`src/design/assert_macros.svh`:
```
// Assertion macros used by the top level of the indexed array list.
// Depends on nothing; the assertions compile away when SYNTHESIS is defined.
`ifndef ASSERT_MACROS_SVH
`define ASSERT_MACROS_SVH

`ifndef SYNTHESIS

// Checked at every rising edge outside reset.
`define IAL_ASSERT(lbl, clk, rst, prop, msg) \
  lbl: assert property (@(posedge clk) disable iff (rst) prop) else $error(msg);

// Checked at every rising edge, reset included.
`define IAL_ASSERT_ALWAYS(lbl, clk, prop, msg) \
  lbl: assert property (@(posedge clk) prop) else $error(msg);

`else

`define IAL_ASSERT(lbl, clk, rst, prop, msg)
`define IAL_ASSERT_ALWAYS(lbl, clk, prop, msg)

`endif

`endif

```
`src/design/ial_pkg.sv`:
```
// Package for the indexed array list: field widths, operation and status
// codes, and the command struct that the top level broadcasts to the cells.
// Depends on nothing.
package ial_pkg;

  localparam int MODE_W           = 2;
  localparam int POS_W            = 7;
  localparam int DATA_W           = 32;
  localparam int STATUS_W         = 2;
  localparam int COUNT_W          = 7;
  localparam int DEFAULT_CAPACITY = 64;

  typedef enum logic [MODE_W-1:0] {
    MODE_APPEND = 2'd0,
    MODE_INSERT = 2'd1,
    MODE_DELETE = 2'd2,
    MODE_GET    = 2'd3
  } mode_t;

  typedef enum logic [STATUS_W-1:0] {
    ST_OK    = 2'd0,
    ST_INDEX = 2'd1,
    ST_FULL  = 2'd2,
    ST_EMPTY = 2'd3
  } status_t;

  // Update command seen by every cell; at most one flag is set.
  typedef struct packed {
    logic append;
    logic insert;
    logic remove;
  } cell_cmd_t;

endpackage

```
`src/design/ial_cell.sv`:
```
// One storage cell of the list: holds the entry at a fixed index and takes
// a new value from the request, its lower neighbor or its upper neighbor.
// Depends on ial_pkg.
module ial_cell import ial_pkg::*; #(
  parameter int CNT_W = 7,
  parameter int IDX   = 0
) (
  input  logic              clk,
  input  cell_cmd_t         cmd,
  input  logic [CNT_W-1:0]  pos,
  input  logic [CNT_W-1:0]  count,
  input  logic [DATA_W-1:0] item_value,
  input  logic [DATA_W-1:0] lower,
  input  logic [DATA_W-1:0] upper,
  output logic [DATA_W-1:0] value,
  output logic [DATA_W-1:0] rd
);

  localparam logic [CNT_W-1:0] MY_IDX = CNT_W'(IDX);

  always_ff @(posedge clk) begin
    if (cmd.append && (MY_IDX == count)) begin
      value <= item_value;
    end else if (cmd.insert && (MY_IDX == pos)) begin
      value <= item_value;
    end else if (cmd.insert && (MY_IDX > pos)) begin
      value <= lower;
    end else if (cmd.remove && (MY_IDX >= pos)) begin
      value <= upper;
    end
  end

  // Masked read: only the addressed cell drives nonzero data.
  assign rd = (MY_IDX == pos) ? value : '0;

endmodule

```
`config.mk`:
```
export PLATFORM = sky130hd
export DESIGN_NAME = ial_cell
export DESIGN_NICKNAME = d
export VERILOG_FILES = /design/src/design/assert_macros.svh /design/src/design/ial_pkg.sv /design/src/design/ial_cell.sv
export SDC_FILE = /design/constraint.sdc
export NUM_CORES = 1
export LEC_CHECK = 0
export ABC_CLOCK_PERIOD_IN_PS = 3300
export BUFFER_PORTS_ARGS = -buffer_cell sky130_fd_sc_hd__buf_2
export CORE_MARGIN = 2
export CORE_UTILIZATION = 32
export DETAILED_ROUTE_END_ITERATION = 8
export PLACE_DENSITY = 0.74
export RECOVER_POWER = 50
export SETUP_SLACK_MARGIN = 0.2
export SLEW_MARGIN = 20
export SYNTH_ARGS = -nofsm -noshare
export SYNTH_HDL_FRONTEND = slang
export SYNTH_SLANG_ARGS = --single-unit
```
`constraint.sdc`:
```
create_clock -name clk -period 3.3 [get_ports clk]
set_input_delay 0.99 -clock clk [delete_from_list [all_inputs] [get_ports clk]]
set_output_delay 0.99 -clock clk [all_outputs]
set_load 0.005 [all_outputs]
```
==> results.md <==
* Initial antenna violation count at 0
* Final Setup Violations at 0
* Largest register FFs at 32
* Die Footprint at between 6000 and 7000 um^2
* Commonest non-fill, non-tap cells in the layout: buf_2, edfxtp_1, mux2_4, and2_1, clkbuf_1
* CTS Root Cell: clkbuf_8
* Synthesized area at approximately 1800 um^2
* Sink Count at 32
* Syn_nets at approximately 220
* Worst min path class: input pin to flop
* Filler cell count at 483
* Critical path, cell by cell: buf_6, or4_4, nor4_4, buf_12, and2_1, buf_2
* Input/output buffers at 145
* Remaining DRCs at 0
* Drt total wl at between 4000 and 5000 um
* Worst Hold Launch: upper[8]
* CP Capture Type: output port
* Mean area per synthesized cell at ~16 um^2
* Peak VDD IR at about 190 uV
* CTS tree: built
* Post-DR wirelength/cell at approximately 13 um
* Slew HR at a little under two thirds
* Cell Area, Placed at 2600 um^2
* Core ar. at about 5200 um^2
* Area growth syn-to-layout at 52.4%
* Global Route Usage Sum at 14.2%
* Worst path slowest cell: or4_4
* Proportion of layout cells with a drive suffix above 1 at between 60% and 70%
* Final instance area at 2680 um^2
* Mean number of vias per cell at about 4.4
* Max Cap Viol at 0
* Worst-Margin Slew at around 0.54 ns
* Die W at ~80 um
* Global-route wire length before repair at 6600 um
* Clock Path Buffers at 2
* Max incr delay on CP at 0.53 ns
* Ys Warns at 0
* Final Util at 51.4%
* Die Ht at about 78 um
* Fmax at between 300 and 400 MHz
* RSZ-0062 raised after global routing: yes
* Cell count after synthesis at ~110
* Drt first-iter violations at 28
* Number of global-route vias before repair at between 1000 and 1500
* Hold Buf Count CTS at 0
* Final max-slew violation count at 0
* IO Count at 178
* Critical path class: input pin to output port
* Static leakage at between 1 and 1.5 nW
* Routed Antenna Nets at 0
* Flop and latch count out of synthesis at 32
* Global route total overflow at 0
* Pwr dens at between 300 and 400 nW/um^2
* Htree depth at 2
* Status: completed
* Minimum clock period at ~3.3 ns
* Largest registers: value x32
* Hold Path Depth at 2
* Rows at 26
* Multi-input gate area at about 750 um^2
* Post-synth cell types at 13
* Seq/Total Area, Yosys at 54.7%
* Hold_ws at roughly 1 ns
* Sequential cell area at 961 um^2
* Initial cell density of the core at 33.7%
* Vias at 1439
* Fin. Hold Viols at 0
* CP Launch Type: input pin
* TritonCTS Buffers at 5
* Drt first pass iters at 4
* CP Max Fanout at 34
* Design Power at just over 0.0008 W
* Largest net degree at the start of global routing at 35
* CTS clk-pin slew, worst paths at ~0.06 ns
* CP startpoint: pos[3]
* Worst endpoint required time at roughly 2.3 ns
* Fin crit share at roughly 100%
* Post-Layout Cell Count at 330
* Nets@finish at around 370
* Post-Place Cells at approximately 320
* Antenna fix cells at 0
* Hpwl dp at about 3600 um
* Crit path DAT at 2.28 ns
* Postcts setup bufs at 0
* Reg with most FFs: value
* Routability cong. at ~0.73
* Commonest non-fill, non-tap cell in the layout: buf_2
[path summary, 6_finish.rpt]
check / end / slack, ns
max: rd[11] / 0.03
min: value[8] / 1.01
[area by class of cell]
class	instances	share of cell area [%]
Clock inverter	2	0.281
Tap cell	70	3.27
Multi-Input combinational cell	71	28.2
Clock buffer	5	2.57
Timing Repair Buffer	150	29.7
Sequential cell	32	35.9
[through the flow]
step,setup slack [ns],TNS (ns)
5_1_grt,-0.0381,-0.315
3_5_place_dp,0.0128,0
6_report,0.0306,0
3_3_place_gp,0.0243,0
4_1_cts,0.00692,0
2_1_floorplan,0.113,0
[Yosys cell counts, drive strengths merged]
cell	n	area share, %
nor4b	1	0.50
a22oi	1	1.2
and2	32	12
nor4	2	1.6
nand2	2	0.43
mux2	32	27
clkbuf	3	0.64
buf	3	1.9
or4	1	0.64
edfxtp	32	55
[worst max-delay path, delay by kind of cell]
family	cells	cell delay [ns]
AND/OR/NAND/NOR	3	0.88
buffers and inverters	3	0.41
[what timing repair did]
| action | 4_1_cts | 5_1_grt |
|---|---|---|
| pin swaps | 0 | 1 |
| hold endpoints to repair | 0 | 0 |
| setup endpoints to repair | 32 | 32 |
| gates resized for setup | 0 | 3 |
[routing by layer]
| layer | vias to the layer above | track usage, % | part of all wire, % |
|---|---|---|---|
| li1 | 697 | - | - |
| met1 | 650 | 13.8 | 34 |
| met3 | 6 | 5.17 | 9.8 |
| met4 | 0 | 4.21 | 1.1 |
| met5 | - | 0 | 0 |
| met2 | 86 | 27.7 | 55 |
[logic make-up (layout without fill, tap and decap cells)]
family / after synthesis / in the layout / share of synthesized area, %
multiplexers: 32 / 32 / 26.7
buffers and inverters: 6 / 157 / 2.57
flip-flops: 32 / 32 / 54.7
AO/OA/AOI/OAI: 1 / 1 / 1.21
AND/OR/NAND/NOR: 38 / 38 / 14.8
[report_power, final]
part           internal [W]  switching, W  leakage (nW)
registers          0.000452    0.00000172         0.288
logic             0.0000670     0.0000279          1.04
clock network      0.000139      0.000132        0.0391
Note: power is estimated with default switching activity, not from simulation.
